--- src/rtl/smfr_pkg.sv ---
// package for the stream map/filter/reduce block
// holds types, codes and fixed-point helpers; no dependencies
package smfr_pkg;

   localparam int MAX_STAGES    = 4;
   localparam int FRACTION_BITS = 32;
   localparam int DATA_W        = 64;
   localparam int KIND_W        = 3;
   localparam int STAGE_IDX_W   = $clog2(MAX_STAGES);
   localparam int COUNT_W       = 3;
   localparam int CSR_IDX_W     = 3;

   typedef logic signed [DATA_W-1:0] data_type;

   // stage kind codes
   typedef enum logic [KIND_W-1:0] {
      KIND_ADD     = 3'd0,
      KIND_MUL     = 3'd1,
      KIND_GT      = 3'd2,
      KIND_LT      = 3'd3,
      KIND_NONZERO = 3'd4,
      KIND_ZIP     = 3'd5
   } kind_type;

   // terminal mode codes
   localparam logic [1:0] TERM_PASS   = 2'd0;
   localparam logic [1:0] TERM_TOTAL  = 2'd1;
   localparam logic [1:0] TERM_PREFIX = 2'd2;

   // register indexes
   localparam logic [CSR_IDX_W-1:0] CSR_STAGE_COUNT = 3'd0;
   localparam logic [CSR_IDX_W-1:0] CSR_STAGE_KINDS = 3'd1;
   localparam logic [CSR_IDX_W-1:0] CSR_SCALAR0     = 3'd2;
   localparam logic [CSR_IDX_W-1:0] CSR_SCALAR1     = 3'd3;
   localparam logic [CSR_IDX_W-1:0] CSR_SCALAR2     = 3'd4;
   localparam logic [CSR_IDX_W-1:0] CSR_SCALAR3     = 3'd5;
   localparam logic [CSR_IDX_W-1:0] CSR_TERM_MODE   = 3'd6;

   typedef enum logic [2:0] {
      ST_IDLE,
      ST_STAGE,
      ST_MUL,
      ST_TERM,
      ST_OUT
   } state_type;

   // controller to datapath
   typedef struct packed {
      logic                   load;
      logic                   step;
      logic                   mul_start;
      logic                   mul_finish;
      logic                   terminal;
      logic [STAGE_IDX_W-1:0] stage_idx;
   } cmd_type;

   // datapath to controller
   typedef struct packed {
      logic     keep;
      kind_type kind;
   } status_type;

   // saturating signed add
   function automatic data_type sat_add(data_type a, data_type b);
      data_type r;
      r = a + b;
      if ((a[DATA_W-1] == b[DATA_W-1]) && (r[DATA_W-1] != a[DATA_W-1]))
         r = a[DATA_W-1] ? {1'b1, {(DATA_W-1){1'b0}}} : {1'b0, {(DATA_W-1){1'b1}}};
      return r;
   endfunction

endpackage

--- src/rtl/smfr_ctrl.sv ---
// controller for the stream map/filter/reduce block
// walks the configured stages one at a time; depends on smfr_pkg
module smfr_ctrl (
   input  logic                  clock,
   input  logic                  reset,
   input  logic                  req_valid,
   output logic                  req_ready,
   output logic                  rsp_valid,
   input  logic                  rsp_ready,
   input  logic [smfr_pkg::COUNT_W-1:0] stage_count,
   input  smfr_pkg::status_type  status,
   output smfr_pkg::cmd_type     cmd
);

   smfr_pkg::state_type state_ff, state_in;
   logic [smfr_pkg::COUNT_W-1:0] idx_ff, idx_in;
   logic [smfr_pkg::COUNT_W-1:0] limit;

   // clamp stage count
   assign limit = (stage_count > smfr_pkg::COUNT_W'(smfr_pkg::MAX_STAGES))
                  ? smfr_pkg::COUNT_W'(smfr_pkg::MAX_STAGES) : stage_count;

   // state register
   always_ff @(posedge clock) begin
      if (reset) begin
         state_ff <= smfr_pkg::ST_IDLE;
         idx_ff   <= '0;
      end else begin
         state_ff <= state_in;
         idx_ff   <= idx_in;
      end
   end

   // next state and commands
   always_comb begin
      state_in       = state_ff;
      idx_in         = idx_ff;
      req_ready      = 1'b0;
      rsp_valid      = 1'b0;
      cmd            = '0;
      cmd.stage_idx  = idx_ff[smfr_pkg::STAGE_IDX_W-1:0];
      unique case (state_ff)
         smfr_pkg::ST_IDLE: begin
            req_ready = 1'b1;
            if (req_valid) begin
               cmd.load = 1'b1;
               idx_in   = '0;
               state_in = smfr_pkg::ST_STAGE;
            end
         end
         smfr_pkg::ST_STAGE: begin
            if (idx_ff >= limit || !status.keep) begin
               state_in = smfr_pkg::ST_TERM;
            end else if (status.kind == smfr_pkg::KIND_MUL) begin
               cmd.mul_start = 1'b1;
               state_in      = smfr_pkg::ST_MUL;
            end else begin
               cmd.step = 1'b1;
               idx_in   = idx_ff + 1'b1;
            end
         end
         smfr_pkg::ST_MUL: begin
            cmd.mul_finish = 1'b1;
            idx_in         = idx_ff + 1'b1;
            state_in       = smfr_pkg::ST_STAGE;
         end
         smfr_pkg::ST_TERM: begin
            cmd.terminal = 1'b1;
            state_in     = smfr_pkg::ST_OUT;
         end
         smfr_pkg::ST_OUT: begin
            rsp_valid = status.keep;
            if (!status.keep || rsp_ready)
               state_in = smfr_pkg::ST_IDLE;
         end
         default: state_in = smfr_pkg::ST_IDLE;
      endcase
   end

endmodule

--- config.mk ---
export PLATFORM = sky130hd
export DESIGN_NAME = smfr_ctrl
export DESIGN_NICKNAME = d
export VERILOG_FILES = /design/src/rtl/smfr_pkg.sv /design/src/rtl/smfr_ctrl.sv
export SDC_FILE = /design/constraint.sdc
export NUM_CORES = 1
export LEC_CHECK = 0
export ABC_AREA = 1
export BUFFER_PORTS_ARGS = -buffer_cell sky130_fd_sc_hd__buf_4
export CAP_MARGIN = 20
export CORE_AREA = 4 4 41 43
export DETAILED_ROUTE_END_ITERATION = 7
export DIE_AREA = 0 0 45 47
export PLACE_DENSITY = 0.69
export REMOVE_ABC_BUFFERS = 1
export SETUP_SLACK_MARGIN = 0.3
export SYNTH_ARGS = -nofsm -noshare
export SYNTH_HDL_FRONTEND = slang
export SYNTH_SLANG_ARGS = --single-unit
--- constraint.sdc ---
create_clock -name clock -period 2.4 [get_ports clock]
set_input_delay 0.48 -clock clock [delete_from_list [all_inputs] [get_ports clock]]
set_output_delay 0.48 -clock clock [all_outputs]
set_load 0.005 [all_outputs]
==> Word-level counts from Yosys, hierarchy flattened <==
Index checks and enable logic that the tools add are counted.
{ "totals": {"reg_bits": 6, "input_bits": 11, "out_inout_bits": 9} }
{ "classes": {"add_sub_neg": 1, "n_lt_le_gt_ge": 2, "eq_ne": 10, "mux": 20, "reduce_logical": 7} }
{ "ops": {"columns": ["cell", "count"], "rows": [
  ["3-bit 2-to-1 mux", 8],
  ["3-bit one-hot mux with 5 select lines", 1],
  ["3-bit one-hot mux with 3 select lines", 1],
  ["1-bit 2-to-1 mux", 8],
  ["2-bit inequality test, second input constant", 4],
  ["3-bit by 1-bit == test with 1-bit output, second input constant", 2],
  ["3-bit by 2-bit == test with 1-bit output, second input constant", 2],
  ["2-bit 2-to-1 mux", 2],
  ["4-bit AND reduction", 1],
  ["3-bit by 1-bit adder with 3-bit output, second input constant", 1],
  ["3-bit == test, second input constant", 1],
  ["3-bit >= comparator", 1],
  ["3-bit greater-than comparator, second input constant", 1],
  ["3-bit zero test", 1],
  ["3-bit inequality test, second input constant", 1],
  ["3-bit AND reduction", 1],
  ["3-bit nonzero test", 1],
  ["1-bit logical OR", 2],
  ["1-bit zero test", 1]
]} }

==> Longest topological paths before layout <==
Gate-level depths: netlist (run 1).
{ "logic_depth": {"depth_word": 6, "mapped_depth": 11} }

==> Least setup slack after synthesis (run 1) <==
OpenSTA, ideal clock, no wires.
{ "synth_timing": {"path_type": "input port to output port", "start": "input port stage_count[2] (netlist bit)", "end": "output port cmd[4] (netlist bit)", "arrival_ps": 1287, "required_time_ps": 1920, "setup_slack_ps": 633, "stages": 8, "path_cell_list": "inv_1 -> o21a_1 -> ha_1 -> inv_1 -> nand2_1 -> nand2_1 -> nand2_1 -> nor2_1"} }
{ "synth_lines": {"columns": ["item", "line", "text"], "rows": [
  ["from (decl)", "smfr_ctrl.sv:10", "input logic [smfr_pkg::COUNT_W-1:0] stage_count,"],
  ["to (decl)", "smfr_ctrl.sv:12", "output smfr_pkg::cmd_type cmd"]
]} }

==> metrics.yaml, run 1 <==
place_ws_ns: 0.383
clock_path_buffers: 2
die_w_um: 45
grt_setup_unrepaired: "true"
cts_resized: 0
status: "complete, no violations"
cts_setup_buffers: 0
start_kind: "input port"
final_hold_viol_count: 0
cts_tree: "yes"
cp_max_fo: 3
synth-seq-cells: 6
diodes: 0
avgViaCountPerCell: 4.81
fp.coreArea_um2: 1300
htree_levels: 1
portBuffers: 19
drv_cap: 0
ir_drop_mv: 0.341
synth_cell_types: 22
overflow: 0
crit_type: "input port to output pin"
grt_pass1_wl_um: 2150
wl_um: 1310
postCtsHoldBufs: 0
antenna_found_initial: 0
grt_pass1_vias: 546
synth-seq-area-share: 0.218
grt_max_degree: 7
numCtsBuffers: 3
rows: 13
cts-root-buf: "clkbuf_4"
crit_path_max_incr_delay_ns: 0.26
clock.fmax_mhz: 502
setup_tns_ns: 0
pin_count: 20
cts.clk_slew.worst_paths_ns: 0.04
cp_cell_sequence: "buf_4 -> inv_1 -> o21a_1 -> ha_1 -> inv_1 -> nand2_1 -> nand2_1 -> nand2_1 -> nor2_1 -> buf_4"
path_buf_inv: 4
power.leakage_nw: 0.403
drt_iter0_markers: 7
relSlewSlack: 0.836
dr.pass1.iters: 2
syn_area_um2: 551
cp.arrival_ns: 1.51
dieArea_um2: 2120
cellPowerDensity_nw_per_um2: 534
syn-instance-count: 88
crit_path_end_kind: "output pin"
placed_cells: 120
fin_cells: 123
fin_crit_ns: 1.99
fin_worst_skew_ns: 0.00338
yosys_warnings: 0
ant_nets: 0
slowest_stage: "ha_1"
hold_class: "input port to register"
nets: 125
remaining_drc_errors: 0
post-route-period-util: 0.830
cpLargestDelayFamily: "simple AND/OR/NAND/NOR gates"
clock_latency_ns: 0.24
track_usage: 0.140
avgSynthCellArea_um2: 6.26
slew_violations: 0
dpl.hpwl_um: 1120
area_growth_pct: 30.7
final_util: 0.553
dr_total_vias: 592
clock-sinks: 6
tightest_slew_ns: 0.245
gp_congestion: 0.840
initial_core_util: 0.423
wl_per_cell_um: 10.6
worst_slack_ns: 0.409
die_y_um: 47
drive_above_1_share: 0.333
setup_viol_count_final: 0
critPathMostFrequentCell: "nand2_1"
critPathRequiredTime_ns: 1.92
[power breakdown]
group          switching [W]  internal [W]  leakage (nW)
clock              0.0000326     0.0000563        0.0138
combinational      0.0000948     0.0000763         0.340
sequential         0.0000129      0.000111        0.0491
total               0.000140      0.000244         0.403
[synth_stat cells, drive strengths merged]
master | number | area share
buf | 2 | 0.027
nor3 | 2 | 0.027
o21ai | 2 | 0.025
ha | 4 | 0.091
nand3b | 1 | 0.014
inv | 18 | 0.12
a21oi | 5 | 0.059
o21a | 1 | 0.014
nand3 | 6 | 0.064
xor2 | 1 | 0.016
nand4 | 1 | 0.011
nor2 | 15 | 0.13
dfxtp | 6 | 0.22
nand2 | 24 | 0.18
[registers in the layout, summed over array words and instances, names as in the netlist]
signal / cells
idx_ff: 3
state_ff: 3
[per-layer routing]
| metal | up-vias | routed length, µm | track usage |
|---|---|---|---|
| li1 | 312 | - | - |
| met1 | 262 | 602 | 0.168 |
| met2 | 13 | 616 | 0.234 |
| met3 | 5 | 61 | 0.0230 |
| met4 | 0 | 26 | 0.0877 |
| met5 | - | 0 | 0 |
[layout by cell type (no fill, tap or decap), types with 2 or more instances in the layout]
| cell type | synthesis | final |
|---|---|---|
| nor2_4 | 2 | 2 |
| a21oi_2 | 2 | 2 |
| clkbuf_4 | 0 | 3 |
| nor2_1 | 12 | 12 |
| ha_1 | 4 | 4 |
| nand2_2 | 3 | 3 |
| a21oi_1 | 3 | 3 |
| inv_1 | 16 | 15 |
| dfxtp_1 | 6 | 6 |
| nand3_1 | 5 | 5 |
| nand2_1 | 21 | 21 |
| inv_2 | 2 | 3 |
| buf_4 | 2 | 19 |
[layout make-up]
cell class              instances  area [µm²]
repair buffers                 19         143
inverters                      18        67.6
multi-input cells              62         348
well taps                      15        18.8
flip-flops and latches          6         120
fillers                       142         582
clock buffers                   3        22.5
[through the flow]
step                      power [W]  hold WS (ns)  area (µm²)
after floorplan            0.000237         0.470         536
after global placement     0.000294         0.503         697
after detailed placement   0.000298         0.516         697
after CTS                  0.000392         0.418         719
after global routing       0.000422         0.414         719
final                      0.000384         0.424         719
[path summary, 6_finish.rpt]
path,from,endpoint,slack [ns],cells past startpoint
max,stage_count[2],cmd[4],0.41,10
min,reset,idx_ff[2],0.42,2
max reg2reg,idx_ff[0],state_ff[0],0.88,10
min reg2reg,idx_ff[0],idx_ff[0],0.52,2
[cells by family (layout without fill, tap and decap cells)]
logic type | after synthesis | in the layout | share of synthesized area
flip-flops | 6 | 6 | 0.218
AO/OA/AOI/OAI | 8 | 8 | 0.0977
adder cells (fa/ha/maj) | 4 | 4 | 0.0909
XOR/XNOR | 1 | 1 | 0.0159
AND/OR/NAND/NOR | 49 | 49 | 0.427
buffers and inverters | 20 | 40 | 0.150
(Power assumes the default switching activity.)
==> run 2: changes to the inputs <==
--- a/config.mk
+++ b/config.mk
@@ -5,13 +5,13 @@
 export SDC_FILE = /design/constraint.sdc
 export NUM_CORES = 1
 export LEC_CHECK = 0
-export ABC_AREA = 1
+export ABC_AREA = 0
 export BUFFER_PORTS_ARGS = -buffer_cell sky130_fd_sc_hd__buf_4
 export CAP_MARGIN = 20
 export CORE_AREA = 4 4 41 43
 export DETAILED_ROUTE_END_ITERATION = 7
 export DIE_AREA = 0 0 45 47
-export PLACE_DENSITY = 0.69
+export PLACE_DENSITY = 0.62
 export REMOVE_ABC_BUFFERS = 1
 export SETUP_SLACK_MARGIN = 0.3
 export SYNTH_ARGS = -nofsm -noshare
==> constraint.sdc (replaced) <==
create_clock -name clock -period 1.9 [get_ports clock]
set_input_delay 0.38 -clock clock [delete_from_list [all_inputs] [get_ports clock]]
set_output_delay 0.38 -clock clock [all_outputs]
set_load 0.005 [all_outputs]
==> metrics.yaml, run 2 <==
cp_max_fo: 3  # unchanged
crit_type: "input port to register"
drive_above_1_share: 0.655  # +0.321
initial_core_util: 0.360  # -0.0635
synth_cell_types: 30  # +36%
critPathMostFrequentCell: "nor2b_4"
avgSynthCellArea_um2: 7.93  # +27%
die_w_um: 45  # unchanged
drt_iter0_markers: 5  # -2
clock_path_buffers: 2  # unchanged
grt_pass1_vias: 457  # -16%
yosys_warnings: 0  # unchanged
nets: 101  # -19%
htree_levels: 1  # unchanged
synth-seq-area-share: 0.257  # +0.0385
post-route-period-util: 0.949
dr_total_vias: 496  # -16%
rows: 13  # unchanged
diodes: 0  # unchanged
fin_worst_skew_ns: 0.00263  # -0.000752 ns
clock_latency_ns: 0.24  # about the same
power.leakage_nw: 0.346  # -14%
syn-instance-count: 59  # -33%
drv_cap: 0  # unchanged
area_growth_pct: 71.7
cp.arrival_ns: 1.98  # +0.47 ns
placed_cell_area_um2: 631  # -9.5%
wl_per_cell_um: 12.1  # +13%
synth-seq-cells: 6  # unchanged
wl_um: 1190  # -8.7%
synthFlopType: "dfxtp_1"
grt_setup_unrepaired: "true"
relSlewSlack: 0.765  # -0.0710
cp_cell_sequence: "buf_6 -> nor2b_4 -> ha_4 -> nor2b_4 -> o2111ai_4 -> buf_4 -> o32a_1 -> or3_1 -> a21oi_2"
cts-root-buf: "clkbuf_4"
avgViaCountPerCell: 5.01  # +4.1%
slew_violations: 0  # unchanged
crit_path_end_kind: "register"
nFillCells: 116  # -18%
final_hold_viol_count: 0  # unchanged
dieArea_um2: 2120  # unchanged
die_y_um: 47  # unchanged
fp.coreArea_um2: 1300  # unchanged
ir_drop_mv: 0.307  # -10%
crit_path_max_incr_delay_ns: 0.32  # +0.06 ns
async_flop_share: 0  # unchanged
cts.clk_slew.worst_paths_ns: 0.05  # about the same
dr.pass1.iters: 4  # +2
p_sw_frac: 0.297  # -0.0682
synth_most_common_cell: "dfxtp_1"
antenna_found_initial: 0  # unchanged
yosysTopAreaCellShare: 0.257  # +0.0385
grt_pass1_wl_um: 1870  # -13%
track_usage: 0.126  # -0.0141
hold_class: "input port to register"
ant_nets: 0  # unchanged
portBuffers: 19  # unchanged
status: "complete, no violations"
reg.largest.list: "idx_ff x3, state_ff x3"
p_comb_frac: 0.386  # -0.059
start_kind: "input port"
numCtsBuffers: 3  # unchanged
synth_edf_count: 0  # unchanged
final_util: 0.617  # +0.0644
remaining_drc_errors: 0  # unchanged
final_common_cell: "buf_4"
clock.fmax_mhz: 555
overflow: 0  # unchanged
postCtsHoldBufs: 0  # unchanged
pin_count: 20  # unchanged
fin_crit_ns: 1.80
power.internal_w: 0.000306  # +26%
yosys.area.top_type: "dfxtp_1"
cts_tree: "yes"
final_cell_mix: "buf_4, nor2_1"
syn_area_um2: 468  # -15%
cellPowerDensity_nw_per_um2: 543  # +1.5%
postLayoutCellArea_um2: 803  # +12%
dpl.hpwl_um: 882  # -21%
p_switching_w: 0.000129  # -7.8%
setup_viol_count_final: 0  # unchanged
p_clk_frac: 0.269  # +0.038
grt_max_degree: 11  # +4
seqPwrFrac: 0.345  # +0.021
synthTopCellsByArea: "dfxtp_1, ha_1, nor3_1"
critPathRequiredTime_ns: 2.08  # +0.16 ns
clock-sinks: 6  # unchanged
gp_congestion: 0.783  # -6.8%
synth_common_cells: "dfxtp_1, nor2_1"
tightest_slew_ns: 0.350  # +0.104 ns
slowest_stage: "or3_1"
==> run 2: repair_timing <==
item,4_1_cts,5_1_grt
resized for setup,12,18
setup buffers,1,2
setup endpoints to repair,7,9
pin swaps,9,3
==> run 2: final timing paths <==
kind	from	to	slack, ns	cells past startpoint
setup reg to reg	idx_ff[0]	idx_ff[2]	0.1	8
setup / recovery	stage_count[0]	idx_ff[2]	0.1	9
hold / removal	reset	state_ff[2]	0.32	2
hold reg to reg	state_ff[0]	state_ff[0]	0.57	2
==> run 2: kinds of logic (layout without fill, tap and decap cells) <==
group	count (synthesis)	after routing	share of synthesized area
compound gates	9	9	0.142
xor+xnor	2	2	0.0374
fa+ha+maj	4	4	0.107
buf+inv	9	34	0.110
flops	6	6	0.257
mux	1	1	0.0214
simple gates	28	28	0.326
==> run 2: layer usage <==
metal / global-route usage / vias up / wire length [µm]
met3: 0.0383 / 2 / 92
met4: 0.0877 / 0 / 8
met1: 0.150 / 225 / 501
met2: 0.195 / 17 / 591
met5: 0 / - / 0
li1: - / 252 / -
==> run 2: power groups by stage <==
stage                     Clock (W)  Combinational, W  Sequential [W]
final                      0.000117          0.000168        0.000150
after global routing       0.000132          0.000188        0.000151
after CTS                  0.000125          0.000148        0.000148
after detailed placement          0          0.000129        0.000150
after global placement            0          0.000128        0.000149
after floorplan                   0         0.0000631        0.000150
==> run 2: cell type report <==
cell class | count | area (µm²) | area share
inverters | 4 | 17.5 | 0.0218
repair buffers | 27 | 214 | 0.266
clock buffers | 3 | 22.5 | 0.0280
multi-input cells | 44 | 403 | 0.502
well taps | 15 | 18.8 | 0.0234
flip-flops and latches | 6 | 128 | 0.159
==> run 2: critical path, delay by kind of cell <==
kind                       cells  cell delay, ns
and+or+nand+nor                3            0.57
buffers and inverters          2            0.26
AOI/OAI and AO/OA              3            0.54
adders and majority gates      1            0.23
==> run 2: metrics by stage <==
step	TNS [ns]	hold slack (ns)	instances	worst slack (ns)	total power, W
floorplan	-0.0425	0.452	54	-0.0425	0.000213
global placement	-0.294	0.478	93	-0.169	0.000278
detailed placement	-0.435	0.486	93	-0.216	0.000279
CTS	0	0.316	97	0.0418	0.000422
global route	0	0.319	99	0.00843	0.000471
finish	0	0.315	99	0.0970	0.000436
